`src/ptpstc_pkg.sv`:
```
// ----------------------------------------------------------------------------
// PTP system-time counter: shared definitions
// Field widths, command and register codes, reset values and the request,
// result and configuration records used across the block.
// ----------------------------------------------------------------------------
package ptpstc_pkg;

	localparam int SEC_W   = 32;
	localparam int SUB_W   = 31;
	localparam int FRAC_W  = 8;
	localparam int INC_W   = 8;
	localparam int ACC_W   = 32;
	localparam int CMD_W   = 2;
	localparam int CFG_IDX_W = 3;
	localparam int CFG_DAT_W = 32;

	// commands
	localparam logic [CMD_W-1:0] CMD_TICK   = 2'd0;
	localparam logic [CMD_W-1:0] CMD_INIT   = 2'd1;
	localparam logic [CMD_W-1:0] CMD_ADJUST = 2'd2;
	localparam logic [CMD_W-1:0] CMD_READ   = 2'd3;

	// configuration register indexes
	localparam logic [CFG_IDX_W-1:0] CFG_ADDEND   = 3'd0;
	localparam logic [CFG_IDX_W-1:0] CFG_INC_NS   = 3'd1;
	localparam logic [CFG_IDX_W-1:0] CFG_INC_FRAC = 3'd2;
	localparam logic [CFG_IDX_W-1:0] CFG_FINE     = 3'd3;
	localparam logic [CFG_IDX_W-1:0] CFG_DIGITAL  = 3'd4;

	// register reset values
	localparam logic [ACC_W-1:0]  ADDEND_RST   = 32'hF0BB_241D;
	localparam logic [INC_W-1:0]  INC_NS_RST   = 8'd1;
	localparam logic [FRAC_W-1:0] INC_FRAC_RST = 8'h6B;

	// sub-second rollover points, one bit wider than the count
	localparam logic [SUB_W:0] DIGITAL_LIMIT = 32'd1_000_000_000;
	localparam logic [SUB_W:0] BINARY_LIMIT  = 32'h8000_0000;

	typedef struct packed {
		logic [CMD_W-1:0] command;
		logic [SEC_W-1:0] offset_seconds;
		logic [SUB_W-1:0] offset_subseconds;
		logic             subtract;
	} req_t;

	typedef struct packed {
		logic [SEC_W-1:0] time_seconds;
		logic [SUB_W-1:0] time_subseconds;
		logic             second_rolled;
		logic             bad_operand;
	} rsp_t;

	typedef struct packed {
		logic [ACC_W-1:0]  addend;
		logic [INC_W-1:0]  increment_ns;
		logic [FRAC_W-1:0] increment_frac;
		logic              fine_mode;
		logic              digital_rollover;
	} cfg_t;

endpackage

```
`src/ptpstc_if.sv`:
```
// ----------------------------------------------------------------------------
// PTP system-time counter: channel interfaces
// Request, result and configuration-write channels, each with valid/ready.
// ----------------------------------------------------------------------------
interface ptpstc_req_if import ptpstc_pkg::*; ();
	logic             valid;
	logic             ready;
	logic [CMD_W-1:0] command;
	logic [SEC_W-1:0] offset_seconds;
	logic [SUB_W-1:0] offset_subseconds;
	logic             subtract;

	modport source (output valid, command, offset_seconds, offset_subseconds, subtract,
		input ready);
	modport sink (input valid, command, offset_seconds, offset_subseconds, subtract,
		output ready);
endinterface

interface ptpstc_rsp_if import ptpstc_pkg::*; ();
	logic             valid;
	logic             ready;
	logic [SEC_W-1:0] time_seconds;
	logic [SUB_W-1:0] time_subseconds;
	logic             second_rolled;
	logic             bad_operand;

	modport source (output valid, time_seconds, time_subseconds, second_rolled,
		bad_operand, input ready);
	modport sink (input valid, time_seconds, time_subseconds, second_rolled,
		bad_operand, output ready);
endinterface

interface ptpstc_cfg_if import ptpstc_pkg::*; ();
	logic                 valid;
	logic                 ready;
	logic [CFG_IDX_W-1:0] index;
	logic [CFG_DAT_W-1:0] data;

	modport source (output valid, index, data, input ready);
	modport sink (input valid, index, data, output ready);
endinterface

```
`src/ptpstc_cfg_regs.sv`:
```
// ----------------------------------------------------------------------------
// PTP system-time counter: configuration registers
// Holds addend, increment and mode settings; writes to unknown indexes drop.
// ----------------------------------------------------------------------------
module ptpstc_cfg_regs import ptpstc_pkg::*; (
	input  logic                 clk,
	input  logic                 arst_n,
	input  logic                 wr_en,
	input  logic [CFG_IDX_W-1:0] wr_index,
	input  logic [CFG_DAT_W-1:0] wr_data,
	output cfg_t                 cfg
);

	cfg_t cfg_q;

	always_ff @(posedge clk or negedge arst_n) begin
		if (!arst_n) begin
			cfg_q.addend           <= ADDEND_RST;
			cfg_q.increment_ns     <= INC_NS_RST;
			cfg_q.increment_frac   <= INC_FRAC_RST;
			cfg_q.fine_mode        <= 1'b1;
			cfg_q.digital_rollover <= 1'b1;
		end else if (wr_en) begin
			unique case (wr_index)
				CFG_ADDEND:   cfg_q.addend           <= wr_data[ACC_W-1:0];
				CFG_INC_NS:   cfg_q.increment_ns     <= wr_data[INC_W-1:0];
				CFG_INC_FRAC: cfg_q.increment_frac   <= wr_data[FRAC_W-1:0];
				CFG_FINE:     cfg_q.fine_mode        <= wr_data[0];
				CFG_DIGITAL:  cfg_q.digital_rollover <= wr_data[0];
				default: ;
			endcase
		end
	end

	assign cfg = cfg_q;

endmodule

```
`src/ptpstc_time_unit.sv`:
```
// ----------------------------------------------------------------------------
// PTP system-time counter: time state and update logic
// Holds the time and accumulator; computes one request's effect combinationally.
// ----------------------------------------------------------------------------
module ptpstc_time_unit import ptpstc_pkg::*; (
	input  logic clk,
	input  logic arst_n,
	input  logic upd_en,
	input  req_t req,
	input  cfg_t cfg,
	output rsp_t rsp
);

	logic [SEC_W-1:0]  sec_q;
	logic [SUB_W-1:0]  sub_q;
	logic [FRAC_W-1:0] frac_q;
	logic [ACC_W-1:0]  acc_q;

	logic [SEC_W-1:0]  sec_n;
	logic [SUB_W-1:0]  sub_n;
	logic [FRAC_W-1:0] frac_n;
	logic [ACC_W-1:0]  acc_n;

	logic [SUB_W:0]    limit;
	logic [ACC_W:0]    acc_sum;
	logic              inc_fire;
	logic [FRAC_W:0]   frac_sum;
	logic [SUB_W:0]    tick_sum;
	logic              tick_roll;
	logic [SUB_W:0]    tick_wrap;
	logic [SUB_W:0]    offs;
	logic              bad;
	logic [SUB_W:0]    add_sum;
	logic              add_carry;
	logic [SUB_W:0]    add_wrap;
	logic              borrow;
	logic [SUB_W:0]    sub_diff;
	logic              rolled;

	assign limit = cfg.digital_rollover ? DIGITAL_LIMIT : BINARY_LIMIT;

	// tick path
	assign acc_sum   = {1'b0, acc_q} + {1'b0, cfg.addend};
	assign inc_fire  = !cfg.fine_mode || acc_sum[ACC_W];
	assign frac_sum  = {1'b0, frac_q} + {1'b0, cfg.increment_frac};
	assign tick_sum  = {1'b0, sub_q} + (SUB_W+1)'(cfg.increment_ns)
		+ (SUB_W+1)'(frac_sum[FRAC_W]);
	assign tick_roll = tick_sum >= limit;
	assign tick_wrap = tick_sum - limit;

	// adjust path
	assign offs      = {1'b0, req.offset_subseconds};
	assign bad       = offs >= limit;
	assign add_sum   = {1'b0, sub_q} + offs;
	assign add_carry = add_sum >= limit;
	assign add_wrap  = add_carry ? add_sum - limit : add_sum;
	assign borrow    = sub_q < req.offset_subseconds;
	assign sub_diff  = borrow ? {1'b0, sub_q} + limit - offs : {1'b0, sub_q} - offs;

	always_comb begin
		sec_n  = sec_q;
		sub_n  = sub_q;
		frac_n = frac_q;
		acc_n  = acc_q;
		rolled = 1'b0;
		unique case (req.command)
			CMD_TICK: begin
				if (cfg.fine_mode) begin
					acc_n = acc_sum[ACC_W-1:0];
				end
				if (inc_fire) begin
					frac_n = frac_sum[FRAC_W-1:0];
					rolled = tick_roll;
					if (tick_roll) begin
						sub_n = tick_wrap[SUB_W-1:0];
						sec_n = sec_q + SEC_W'(1);
					end else begin
						sub_n = tick_sum[SUB_W-1:0];
					end
				end
			end
			CMD_INIT: begin
				if (!bad) begin
					sec_n  = req.offset_seconds;
					sub_n  = req.offset_subseconds;
					frac_n = '0;
				end
			end
			CMD_ADJUST: begin
				if (!bad) begin
					if (req.subtract) begin
						sub_n = sub_diff[SUB_W-1:0];
						sec_n = sec_q - req.offset_seconds - SEC_W'(borrow);
					end else begin
						sub_n = add_wrap[SUB_W-1:0];
						sec_n = sec_q + req.offset_seconds + SEC_W'(add_carry);
					end
				end
			end
			CMD_READ: ;
		endcase
	end

	always_ff @(posedge clk or negedge arst_n) begin
		if (!arst_n) begin
			sec_q  <= '0;
			sub_q  <= '0;
			frac_q <= '0;
			acc_q  <= '0;
		end else if (upd_en) begin
			sec_q  <= sec_n;
			sub_q  <= sub_n;
			frac_q <= frac_n;
			acc_q  <= acc_n;
		end
	end

	assign rsp.time_seconds    = sec_n;
	assign rsp.time_subseconds = sub_n;
	assign rsp.second_rolled   = rolled;
	assign rsp.bad_operand     = bad && (req.command == CMD_INIT || req.command == CMD_ADJUST);

endmodule

```
`src/ptp_system_time_counter_core.sv`:
```
// Flow: an accepted request waits in the request register until the result
//   register is free; its outcome then loads there and leaves with ready high.
// Throughput: 1 request per cycle while the result side keeps ready high; the
//   time state is read and rewritten as the request advances, so back-to-back
//   ticks each see the previous result.
// Reset (arst_n low, asynchronous): time, fraction and accumulator clear to
//   zero, configuration returns to its defaults, both pipeline stages empty.
// ----------------------------------------------------------------------------
// PTP system-time counter core
// Seconds/sub-second system time with fine frequency correction, offset
// adjust, load and read, behind a request register and a result register.
// ----------------------------------------------------------------------------
module ptp_system_time_counter_core import ptpstc_pkg::*; (
	input  logic               clk,
	input  logic               arst_n,
	ptpstc_req_if.sink         req,
	ptpstc_rsp_if.source       rsp,
	ptpstc_cfg_if.sink         cfg
);

	// Request register: holds one accepted request until the result register
	// can take its outcome.
	req_t req_s1;
	logic valid_s1;

	// Result register.
	rsp_t rsp_s2;
	logic valid_s2;

	cfg_t cfg_cur;
	rsp_t rsp_next;
	logic advance;

	// The configuration port never stalls.
	assign cfg.ready = 1'b1;

	ptpstc_cfg_regs u_cfg (
		.clk      (clk),
		.arst_n   (arst_n),
		.wr_en    (cfg.valid),
		.wr_index (cfg.index),
		.wr_data  (cfg.data),
		.cfg      (cfg_cur)
	);

	// Advance the request stage when the result register is empty or its
	// contents are being taken this cycle; the time state updates only then.
	assign advance   = valid_s1 && (!valid_s2 || rsp.ready);
	assign req.ready = !valid_s1 || advance;

	ptpstc_time_unit u_time (
		.clk    (clk),
		.arst_n (arst_n),
		.upd_en (advance),
		.req    (req_s1),
		.cfg    (cfg_cur),
		.rsp    (rsp_next)
	);

	always_ff @(posedge clk or negedge arst_n) begin
		if (!arst_n) begin
			valid_s1 <= 1'b0;
		end else if (req.ready) begin
			valid_s1 <= req.valid;
		end
	end

	// Capture the request payload whenever the stage is free to load and a request is valid.
	always_ff @(posedge clk) begin
		if (req.ready && req.valid) begin
			req_s1.command           <= req.command;
			req_s1.offset_seconds    <= req.offset_seconds;
			req_s1.offset_subseconds <= req.offset_subseconds;
			req_s1.subtract          <= req.subtract;
		end
	end

	always_ff @(posedge clk or negedge arst_n) begin
		if (!arst_n) begin
			valid_s2 <= 1'b0;
		end else if (advance) begin
			valid_s2 <= 1'b1;
		end else if (rsp.ready) begin
			valid_s2 <= 1'b0;
		end
	end

	always_ff @(posedge clk) begin
		if (advance) begin
			rsp_s2 <= rsp_next;
		end
	end

	assign rsp.valid           = valid_s2;
	assign rsp.time_seconds    = rsp_s2.time_seconds;
	assign rsp.time_subseconds = rsp_s2.time_subseconds;
	assign rsp.second_rolled   = rsp_s2.second_rolled;
	assign rsp.bad_operand     = rsp_s2.bad_operand;

`ifndef SYNTHESIS
	// A rollover only comes from a tick, a bad operand only from load/adjust.
	a_flags_exclusive: assert property (@(posedge clk) disable iff (!arst_n)
		valid_s2 |-> !(rsp_s2.second_rolled && rsp_s2.bad_operand))
		else $error("rollover and bad operand flagged together");

	// A request that cannot advance stays in the request register.
	a_stage_holds: assert property (@(posedge clk) disable iff (!arst_n)
		(valid_s1 && !advance) |=> valid_s1)
		else $error("request stage dropped a stalled request");

	// Every advance leaves a result in the result register.
	a_result_loaded: assert property (@(posedge clk) disable iff (!arst_n)
		advance |=> valid_s2)
		else $error("advanced request produced no result");
`endif

endmodule

```
`src/flat_wrapper.sv`:
```
// flat-port wrapper written by rule: the top's interface ports become plain ports
module ptp_system_time_counter_core_flat import ptpstc_pkg::*;
  (clk, arst_n, req_valid, req_command, req_offset_seconds, req_offset_subseconds, req_subtract, req_ready, rsp_valid, rsp_time_seconds, rsp_time_subseconds, rsp_second_rolled, rsp_bad_operand, rsp_ready, cfg_valid, cfg_index, cfg_data, cfg_ready);
  ptpstc_req_if req_i ();
  ptpstc_rsp_if rsp_i ();
  ptpstc_cfg_if cfg_i ();
  input  logic clk;
  input  logic arst_n;
  input wire logic [$bits(req_i.valid)-1:0] req_valid;
  input wire logic [$bits(req_i.command)-1:0] req_command;
  input wire logic [$bits(req_i.offset_seconds)-1:0] req_offset_seconds;
  input wire logic [$bits(req_i.offset_subseconds)-1:0] req_offset_subseconds;
  input wire logic [$bits(req_i.subtract)-1:0] req_subtract;
  output wire logic [$bits(req_i.ready)-1:0] req_ready;
  output wire logic [$bits(rsp_i.valid)-1:0] rsp_valid;
  output wire logic [$bits(rsp_i.time_seconds)-1:0] rsp_time_seconds;
  output wire logic [$bits(rsp_i.time_subseconds)-1:0] rsp_time_subseconds;
  output wire logic [$bits(rsp_i.second_rolled)-1:0] rsp_second_rolled;
  output wire logic [$bits(rsp_i.bad_operand)-1:0] rsp_bad_operand;
  input wire logic [$bits(rsp_i.ready)-1:0] rsp_ready;
  input wire logic [$bits(cfg_i.valid)-1:0] cfg_valid;
  input wire logic [$bits(cfg_i.index)-1:0] cfg_index;
  input wire logic [$bits(cfg_i.data)-1:0] cfg_data;
  output wire logic [$bits(cfg_i.ready)-1:0] cfg_ready;
  assign req_i.valid = req_valid;
  assign req_i.command = req_command;
  assign req_i.offset_seconds = req_offset_seconds;
  assign req_i.offset_subseconds = req_offset_subseconds;
  assign req_i.subtract = req_subtract;
  assign req_ready = req_i.ready;
  assign rsp_valid = rsp_i.valid;
  assign rsp_time_seconds = rsp_i.time_seconds;
  assign rsp_time_subseconds = rsp_i.time_subseconds;
  assign rsp_second_rolled = rsp_i.second_rolled;
  assign rsp_bad_operand = rsp_i.bad_operand;
  assign rsp_i.ready = rsp_ready;
  assign cfg_i.valid = cfg_valid;
  assign cfg_i.index = cfg_index;
  assign cfg_i.data = cfg_data;
  assign cfg_ready = cfg_i.ready;
  ptp_system_time_counter_core u_core (.clk(clk), .arst_n(arst_n), .req(req_i), .rsp(rsp_i), .cfg(cfg_i));
endmodule
```
`config.mk`:
```
export PLATFORM = sky130hd
export DESIGN_NAME = ptp_system_time_counter_core_flat
export DESIGN_NICKNAME = d
export VERILOG_FILES = /design/src/ptpstc_pkg.sv /design/src/ptpstc_if.sv /design/src/ptpstc_cfg_regs.sv /design/src/ptpstc_time_unit.sv /design/src/ptp_system_time_counter_core.sv /design/src/flat_wrapper.sv
export SDC_FILE = /design/constraint.sdc
export NUM_CORES = 1
export LEC_CHECK = 0
export BUFFER_PORTS_ARGS = -buffer_cell sky130_fd_sc_hd__buf_2
export CAP_MARGIN = 20
export CORE_MARGIN = 10
export CORE_UTILIZATION = 60
export CTS_CLUSTER_DIAMETER = 80
export DETAILED_ROUTE_END_ITERATION = 8
export HOLD_SLACK_MARGIN = 0.03
export PLACE_DENSITY = 0.85
export SLEW_MARGIN = 40
export SYNTH_ARGS = -nofsm -noshare
export SYNTH_HDL_FRONTEND = slang
export SYNTH_SLANG_ARGS = --single-unit
```
`constraint.sdc`:
```
create_clock -name clk -period 10 [get_ports clk]
set_input_delay 1 -clock clk [delete_from_list [all_inputs] [get_ports clk]]
set_output_delay 1 -clock clk [all_outputs]
set_load 0.02 [all_outputs]
```
# After elaboration in Yosys (flattened, before gate mapping)
# Index checks and enable logic that the tools add are counted.
[word_totals] ff_bits=286 latchBits=0 ramBits=0 romBits=0 in_bits=106 word_cells=88 memories=0
[op_classes] add_sub_neg=15 multipliers=0 div=0 order_cmp=4 n_eq_ne=8 n_shift=0 muxes=20 bitwise=0 n_reduce_logical=22
[op_table] operator="2-to-1 mux 31 bit" n=7
[op_table] operator="2-to-1 mux 32 bit" n=6
[op_table] operator="subtractor 31 bit" n=4
[op_table] operator="case mux 32 bit (3 select lines)" n=1
[op_table] operator="case mux 31 bit (3 select lines)" n=1
[op_table] operator="adder 32 x 1 -> 32 bit" n=2
[op_table] operator=">= comparator 32 bit" n=2
[op_table] operator="adder 32 x 32 -> 33 bit" n=1
[op_table] operator="adder 31 x 31 -> 32 bit" n=1
[op_table] operator="adder 31 x 8 -> 32 bit" n=1
[op_table] operator="adder 32 x 1 -> 32 bit (second input constant)" n=1
[op_table] operator="adder 32 bit" n=1
[op_table] operator=">= comparator 31 x 32 -> 1 bit" n=1
[op_table] operator="subtractor 32 x 1 -> 32 bit" n=1
[op_table] operator="subtractor 32 bit" n=1
[op_table] operator="adder 31 bit" n=1
[op_table] operator="less-than comparator 31 bit" n=1
[op_table] operator="2-to-1 mux 8 bit" n=2
[op_table] operator="case mux 8 bit (2 select lines)" n=1
[op_table] operator="AND reduction 2 bit" n=6
[op_table] operator="adder 8 x 8 -> 9 bit" n=1
[op_table] operator="== test 3 x 2 -> 1 bit (second input constant)" n=2
[op_table] operator="logical OR 1 bit" n=4
[op_table] operator="!= test 2 bit (second input constant)" n=2
[op_table] operator="other kinds (12)" n=18

# Longest topological paths before layout
# Gate-level depths: netlist of run 1.
[depth] word_depth=7 depth_mapped=37

# By module
# From an unflattened synthesis of run 1, not the netlist that was laid out.
[unflattened] hier_cells=3195 area_unflattened_um2=27480.1
[modules_own_cells] module="ptpstc_time_unit" n_inst=1 cells_each=2944 area_per_inst_um2=21478.1
[modules_own_cells] module="ptp_system_time_counter_core" n_inst=1 cells_each=141 area_per_inst_um2=4048.9
[modules_own_cells] module="ptpstc_cfg_regs" n_inst=1 cells_each=110 area_per_inst_um2=1953.1

# Worst setup path before layout of run 1
# Ideal clock, no wire load.
[synth_timing] kind="flip-flop to flip-flop" start="reg u_core.u_time.sub_q[18]" end="reg u_core.rsp_s2 (netlist bit u_core.rsp.time_seconds[26]), data pin" setup_ns=0.271 t_arrival_ns=7.546 t_required_ns=9.729 path_slack_ns=2.182 path_stages_with_launch=35 synth_period_minus_slack_ns=7.818 cell_sequence="dfrtp_1 > ha_1 > buf_4 > or4_1 > or3_1 > a2111o_1 > nand3_1 > a21oi_1 > o41ai_1 > nor2_1 > xor2_1 > ha_1 > clkbuf_1 > a21o_1 > or3_1 > o31a_1 > o21ai_2 > nand3_4 > inv_4 > buf_6 > fa_1 > fa_1 > o21bai_1 > a21oi_1 > o21ai_0 > a31oi_1 > nor4_1 > or3_1 > a221oi_1 > o31ai_1 > a311oi_1 > xnor2_1 > nand2_1 > a21oi_1 > o22ai_1"
[synth_lines] element="start: declaration" line_no="ptpstc_time_unit.sv:15" rtl="logic [SUB_W-1:0] sub_q;"
[synth_lines] element="start signal: assignment" line_no="ptpstc_time_unit.sv:112" rtl="sub_q <= sub_n;"
[synth_lines] element="end signal: assignment" line_no="ptp_system_time_counter_core.sv:90" rtl="rsp_s2 <= rsp_next;"
[synth_lines] element="end: declaration" line_no="ptp_system_time_counter_core.sv:27" rtl="rsp_t rsp_s2;"

==> results of run 1 <==
-- state kept, by name, summed over array words and instances, names as in the netlist --
| register | cells |
|---|---|
| u_core.req_s1 | 66 |
| u_core.rsp.bad_operand | 1 |
| u_core.rsp.second_rolled | 1 |
| u_core.rsp.time_seconds | 32 |
| u_core.rsp.time_subseconds | 31 |
| u_core.rsp.valid | 1 |
| u_core.u_cfg.cfg | 50 |
| u_core.u_time.acc_q | 32 |
| u_core.u_time.frac_q | 8 |
| u_core.u_time.sec_q | 32 |
| u_core.u_time.sub_q | 31 |
| u_core.valid_s1 | 1 |
-- metal layers --
| metal | global-route usage (%) | vias up | routed length, µm |
|---|---|---|---|
| li1 | - | 12300 | - |
| met4 | 15.4 | 12 | 4880 |
| met1 | 45.4 | 12800 | 38200 |
| met2 | 52.6 | 1716 | 42300 |
| met3 | 8.43 | 339 | 12100 |
| met5 | 0 | - | 79 |
-- synthesized netlist by cell type (all sizes together), types with 70 or more instances --
cell type | count | area [µm²]
nand2 | 286 | 1070
ha | 276 | 3450
a21oi | 266 | 1330
inv | 263 | 990
o21ai | 258 | 1290
nor2 | 222 | 833
xnor2 | 147 | 1290
dfrtp | 131 | 3280
edfxtp | 131 | 3930
clkbuf | 103 | 388
a21o | 77 | 578
nor3 | 70 | 350
-- cells by family (layout without fill, tap and decap cells) --
logic type | Yosys count | in the layout | synth area share (%)
AOI/OAI and AO/OA | 1070 | 1070 | 25.5
and+or+nand+nor | 921 | 921 | 16.0
buffers and inverters | 392 | 554 | 5.43
adders and majority gates | 309 | 309 | 14.9
DFF | 286 | 286 | 28.4
xor gates and xnor gates | 207 | 207 | 6.57
muxes | 80 | 80 | 3.19
other | 1 | 2 | 0.0136
-- power by group --
group | total, W | internal [W] | switching (W) | leakage (nW)
Combinational | 0.00747 | 0.00284 | 0.00462 | 9.52
Clock | 0.00137 | 0.000822 | 0.000551 | 0.605
Sequential | 0.00197 | 0.00161 | 0.000358 | 3.18
Total | 0.0108 | 0.00527 | 0.00553 | 13.3
-- through the flow --
step                std cells  total power (W)
global route             4028           0.0115
finish                   4029           0.0108
global placement         3960          0.00903
CTS                      4028           0.0105
detailed placement       3962          0.00911
floorplan                3266          0.00719
-- how the worst max path moves through the flow --
stage,to,cells after the start
2_1_floorplan,u_core.rsp.time_seconds[26],34
5_1_grt,u_core.rsp.time_seconds[27],32
3_3_place_gp,u_core.rsp.time_seconds[27],32
3_5_place_dp,u_core.rsp.time_seconds[26],34
4_1_cts,u_core.rsp.time_seconds[26],35
6_report,u_core.rsp.time_seconds[26],34
-- worst register-to-register path, delay by kind of cell (launching register included) --
kind	cells	cell delay [ns]
flip-flops	1	0.47
XOR/XNOR	2	0.30
adder cells (fa/ha/maj)	4	1.73
AND/OR/NAND/NOR	9	1.73
AO/OA/AOI/OAI	15	4.01
buffers and inverters	4	0.65
-- layout make-up --
| cell class | instances | area, µm² | area share, % |
|---|---|---|---|
| Multi-Input combinational cell | 2588 | 18300 | 60.3 |
| Sequential cell | 286 | 7840 | 25.8 |
| Clock buffer | 47 | 1010 | 3.33 |
| Timing Repair Buffer | 219 | 1250 | 4.12 |
| Clock inverter | 19 | 216 | 0.711 |
| Inverter | 269 | 1010 | 3.33 |
| Antenna cell | 1 | 2.50 | 0.00822 |
| Tap cell | 600 | 751 | 2.47 |
==> results.py, run 1 <==
metrics = {
    "status": {
        "status": "finished, violations left",
        "violations": "DRC",
    },
    "floorplan": {
        "ios": 174,
        "rows": 78,
        "die_x_um": 235,
        "core_area_um2": 45500,
        "dieHeight_um": 235,
        "initial_core_util_pct": 60.7,
        "dieArea_um2": 55000,
    },
    "detailed_routing": {
        "route.detailed.drc": 4,
        "drt_iter0_drc": 3328,
        "first_pass_iters": 9,
        "vias": 27200,
        "routed_via_density": 6.74,
        "routedWlPerCell_um": 24.2,
        "wirelength_mm": 97.6,
        "drtAntennaViolNets": 0,
    },
    "critical_path": {
        "critPathArrivalTime_ns": 9.44,
        "crit_path_max_incr_delay_ns": 0.59,
        "worstPathRequired_ns": 10.28,
        "start_kind": "flip-flop",
        "setup.worst_path.start": "u_core.req_s1[3]",
        "cp_slowest_cell": "o311ai_0",
        "r2r_end": "u_core.rsp.time_seconds[26]",
        "cp_max_fo": 15,
        "worstReg2RegStart": "u_core.req_s1[3]",
        "r2r_slack_ns": 0.84,
        "end_kind": "flip-flop",
        "worstRegToRegCells": 34,
        "critPathKind": "reg2reg",
        "path_buf_inv": 4,
        "crit_family": "compound AO/OA/AOI/OAI gates",
    },
    "timing": {
        "setup_viol": 0,
        "relSlewSlack_pct": 33.9,
        "clock.fmax_ghz": 0.109,
        "rsz0062_at_grt": "no",
        "setup_ws_ns": 0.840,
        "tightestPinTransition_ns": 0.981,
        "hold_violations": 0,
        "tns_ns": 0,
        "post-route-min-period_ns": 9.16,
        "hold_slack_ns": 0.491,
        "clock_skew_ns": 0.0238,
        "drv_slew": 0,
        "min_period_over_period_pct": 91.6,
    },
    "synth": {
        "synthCells": 3266,
        "synth_seq_cells": 286,
        "synth_edf_count": 131,
        "syn-cell-area_um2": 27600,
        "syn_avg_cell_area_um2": 8.45,
        "yosys_warnings": 0,
        "syn_nets": 3681,
        "synth_ff_type": "edfxtp_1",
        "async_flop_share_pct": 54.2,
        "ys_seq_area_share_pct": 28.4,
        "ys_types": 95,
    },
    "placed_design": {
        "place_area_um2": 29200,
        "pre_cts_ws_ns": 1.14,
        "hpwl_mm": 72.8,
        "io_buffers": 172,
        "gp_congestion": 1.05,
    },
    "global_routing": {
        "grt_pass1_vias": 25600,
        "grt_pass1_wl_mm": 147,
        "grt.overflow.total": 0,
        "grt_usage_pct": 34.4,
        "antenna_found_initial": 7,
        "grt_max_degree": 91,
    },
    "cts": {
        "cts_buffers": 36,
        "cts_max_level": 2,
        "clk_pin_slew_ns": 0.06,
        "cts_tree": "done",
        "holdBufCountCts": 0,
        "clockBufferDepth": 3,
        "cts_resized": 0,
        "clk_latency_ns": 0.58,
        "clock-sinks": 286,
        "root_buffer": "clkbuf_16",
        "post_cts_buffers": 0,
    },
    "power_and_ir_drop": {
        "peakVddDrop_v": 0.000187,
        "p_leak_nw": 13.3,
        "powerDensity_nw_per_um2": 355,
    },
    "min_path": {
        "min_from": "u_core.u_time.acc_q[15]",
        "whs_endpoint": "u_core.u_time.acc_q[15]",
        "hold_path.class": "reg2reg",
        "whs_path_depth": 2,
    },
    "cells_and_area": {
        "final_cell_mix": "nand2_1 (284), ha_1 (275), a21oi_1 (266), inv_1 (261), o21ai_0 (251)",
        "final_core_util_pct": 66.9,
        "final_common_cell": "nand2_1",
        "final_layout_size_suffix_gt1_share_pct": 12.4,
        "final_area_um2": 30400,
        "filler_cell_count": 3741,
        "syn2layout_area_growth_pct": 10.2,
        "layout.nets": 3815,
    },
    "job": {
        "maxCapViolCount": 0,
    },
}
Note: power is estimated with default switching activity, not from simulation.
==> run 2, diff against run 1 <==
SYNTH_HIERARCHICAL = 1   (was default)
==> results.py, run 2 <==
metrics = {
    "status": {
        "status": "finished, final reports clean",
    },
    "floorplan": {
        "dieArea_um2": 54800,
        "initial_core_util_pct": 60.7,
        "ios": 174,
        "rows": 78,
        "dieHeight_um": 234,
        "die_x_um": 234,
        "core_area_um2": 45300,
    },
    "synth": {
        "ys_top_cells_by_count": "inv_1 (277), ha_1 (276), a21oi_1 (262)",
        "synth_edf_count": 131,
        "synth_top_cell_area_share_pct": 14.3,
        "yosys_warnings": 6,
        "async_flop_share_pct": 54.2,
        "ys_types": 98,
        "syn-cell-area_um2": 27500,
        "synth_most_common_cell": "inv_1",
        "yosysTopAreaCell": "edfxtp_1",
        "synth_ff_type": "edfxtp_1",
        "ys_top_cells_by_area": "edfxtp_1 (14%), ha_1 (13%), dfrtp_1 (12%)",
        "ys_seq_area_share_pct": 28.5,
        "syn_avg_cell_area_um2": 8.60,
        "synth_seq_cells": 286,
        "syn_nets": 3610,
        "synthCells": 3195,
    },
    "cts": {
        "clk_pin_slew_ns": 0.06,
        "holdBufCountCts": 0,
        "cts_tree": "done",
        "cts_max_level": 2,
        "clock-sinks": 286,
        "clockBufferDepth": 3,
        "cts_buffers": 36,
        "root_buffer": "clkbuf_16",
        "clk_latency_ns": 0.58,
    },
    "timing": {
        "tns_ns": 0,
        "min_period_over_period_pct": 95.1,
        "drv_slew": 0,
        "setup_ws_ns": 0.490,
        "rsz0062_at_grt": "no",
        "setup_viol": 0,
        "tightestPinTransition_ns": 0.885,
        "hold_violations": 0,
        "clock_skew_ns": 0.0357,
        "post-route-min-period_ns": 9.51,
        "clock.fmax_ghz": 0.105,
        "relSlewSlack_pct": 40.9,
    },
    "placed_design": {
        "gp_congestion": 1.01,
        "pre_cts_ws_ns": 0.532,
        "placed_cells": 3885,
        "hpwl_mm": 73.7,
        "io_buffers": 172,
    },
    "cells_and_area": {
        "layout.nets": 3739,
        "antennaDiodeCount": 0,
        "final_cell_mix": "inv_1 (275), ha_1 (275), a21oi_1 (261), nand2_1 (254), o21ai_0 (233)",
        "regMostFlops": "u_core/req_s1",
        "largest_reg_flops": 66,
        "syn2layout_area_growth_pct": 9.63,
        "final_layout_size_suffix_gt1_share_pct": 12.7,
        "final_cells": 3952,
    },
    "power_and_ir_drop": {
        "p_leak_nw": 13.0,
        "powerDensity_nw_per_um2": 334,
        "peakVddDrop_v": 0.000201,
    },
    "global_routing": {
        "grt_usage_pct": 35.0,
        "antenna_found_initial": 3,
        "grt_pass1_vias": 26400,
        "grt_busiest_layer": "met2",
        "grt.overflow.total": 0,
        "grt_pass1_wl_mm": 150,
        "use_met1_pct": 45.2,
        "gr-usage-met2_pct": 54.7,
        "grt_max_degree": 102,
        "met3_usage_pct": 6.77,
    },
    "critical_path": {
        "worstPathRequired_ns": 10.28,
        "r2r_slack_ns": 0.49,
        "start_kind": "flip-flop",
        "cp_slowest_cell": "or4_1",
        "critPathKind": "reg2reg",
        "critPathArrivalTime_ns": 9.79,
        "end_kind": "flip-flop",
        "cp_max_fo": 12,
        "crit_path_max_incr_delay_ns": 0.53,
    },
    "detailed_routing": {
        "routedWlPerCell_um": 25.1,
        "route.detailed.drc": 0,
        "drtAntennaViolNets": 0,
        "vias": 27000,
        "wirelength_mm": 99.0,
        "first_pass_iters": 7,
        "drt_iter0_drc": 3366,
        "routed_via_density": 6.84,
    },
    "min_path": {
        "hold_path.class": "in2async",
    },
    "job": {
        "maxCapViolCount": 0,
    },
}
-- run 2: changes by cell type after synthesis, sizes merged, moves of 12 or more --
cell   previous run  this run
nor4             35        17
nor2            222       188
nor3             70        49
inv             263       278
nand2           286       255
o21ai           258       245
nand4            26        38
-- run 2: per-layer routing --
layer | part of all wire, % | up-vias | wire (µm)
li1 | - | 12000 | -
met1 | 39 | 12900 | 38900
met2 | 44 | 1747 | 43700
met3 | 11 | 387 | 10800
met4 | 5.7 | 6 | 5620
met5 | 0.060 | - | 59
-- run 2: final timing paths --
check	startpoint	to	cells after the start
max	u_core/req_s1[1]	u_core/rsp.time_seconds[24]	34
min	arst_n	u_core/rsp.valid	1
max reg2reg	u_core/req_s1[1]	u_core/rsp.time_seconds[24]	34
min reg2reg	u_core/u_time/acc_q[5]	u_core/u_time/acc_q[5]	2
max in group asynchronous	arst_n	u_core/u_cfg/cfg[6]	3
min in group clk	u_core/u_time/acc_q[5]	u_core/u_time/acc_q[5]	2
-- run 2: worst max-delay path, delay by kind of cell, from the launching register on --
kind	cells	cell delay, ns
XOR/XNOR	2	0.25
adder cells (fa/ha/maj)	5	1.84
AO/OA/AOI/OAI	15	4.32
buffers and inverters	2	0.18
flip-flops	1	0.43
AND/OR/NAND/NOR	10	2.18
-- run 2: stage by stage --
step	hold slack, ns	total power (W)	util, %	cell area (µm²)
6_report	0.328	0.0101	66.5	30100
3_5_place_dp	0.475	0.00853	64.0	29000
4_1_cts	0.488	0.00983	66.4	30100
3_3_place_gp	0.465	0.00835	63.8	28900
2_1_floorplan	0.453	0.00675	-	27500
5_1_grt	0.344	0.0107	66.5	30100
-- run 2: cells by family (layout without fill, tap and decap cells) --
logic type | after synthesis | after routing | share of synthesized area (%)
compound gates | 1060 | 1060 | 25.6
xor+xnor | 205 | 205 | 6.53
fa+ha+maj | 309 | 309 | 15.0
buf+inv | 406 | 563 | 5.81
flops | 286 | 286 | 28.5
mux | 81 | 81 | 3.26
other cells | 1 | 1 | 0.0136
simple gates | 847 | 847 | 15.3
-- run 2: area by class of cell --
cell class	count	area [µm²]
clock inverters	16	135
inverters	279	1050
clock buffers	50	963
fillers	3698	15200
repair buffers	218	1240
well taps	600	751
multi-input cells	2503	18100
flip-flops and latches	286	7840
-- run 2: power breakdown --
group          switching (W)  total [W]  internal (W)
clock               0.000563    0.00125      0.000687
combinational        0.00427    0.00688       0.00262
sequential          0.000342    0.00193       0.00159
total                0.00517     0.0101       0.00489
-- run 2: repair_timing --
item | in CTS | in global routing
setup endpoints to repair | 0 | 2
hold endpoints to repair | 0 | 0
buffers inserted | 0 | 0
resized for setup | 0 | 1
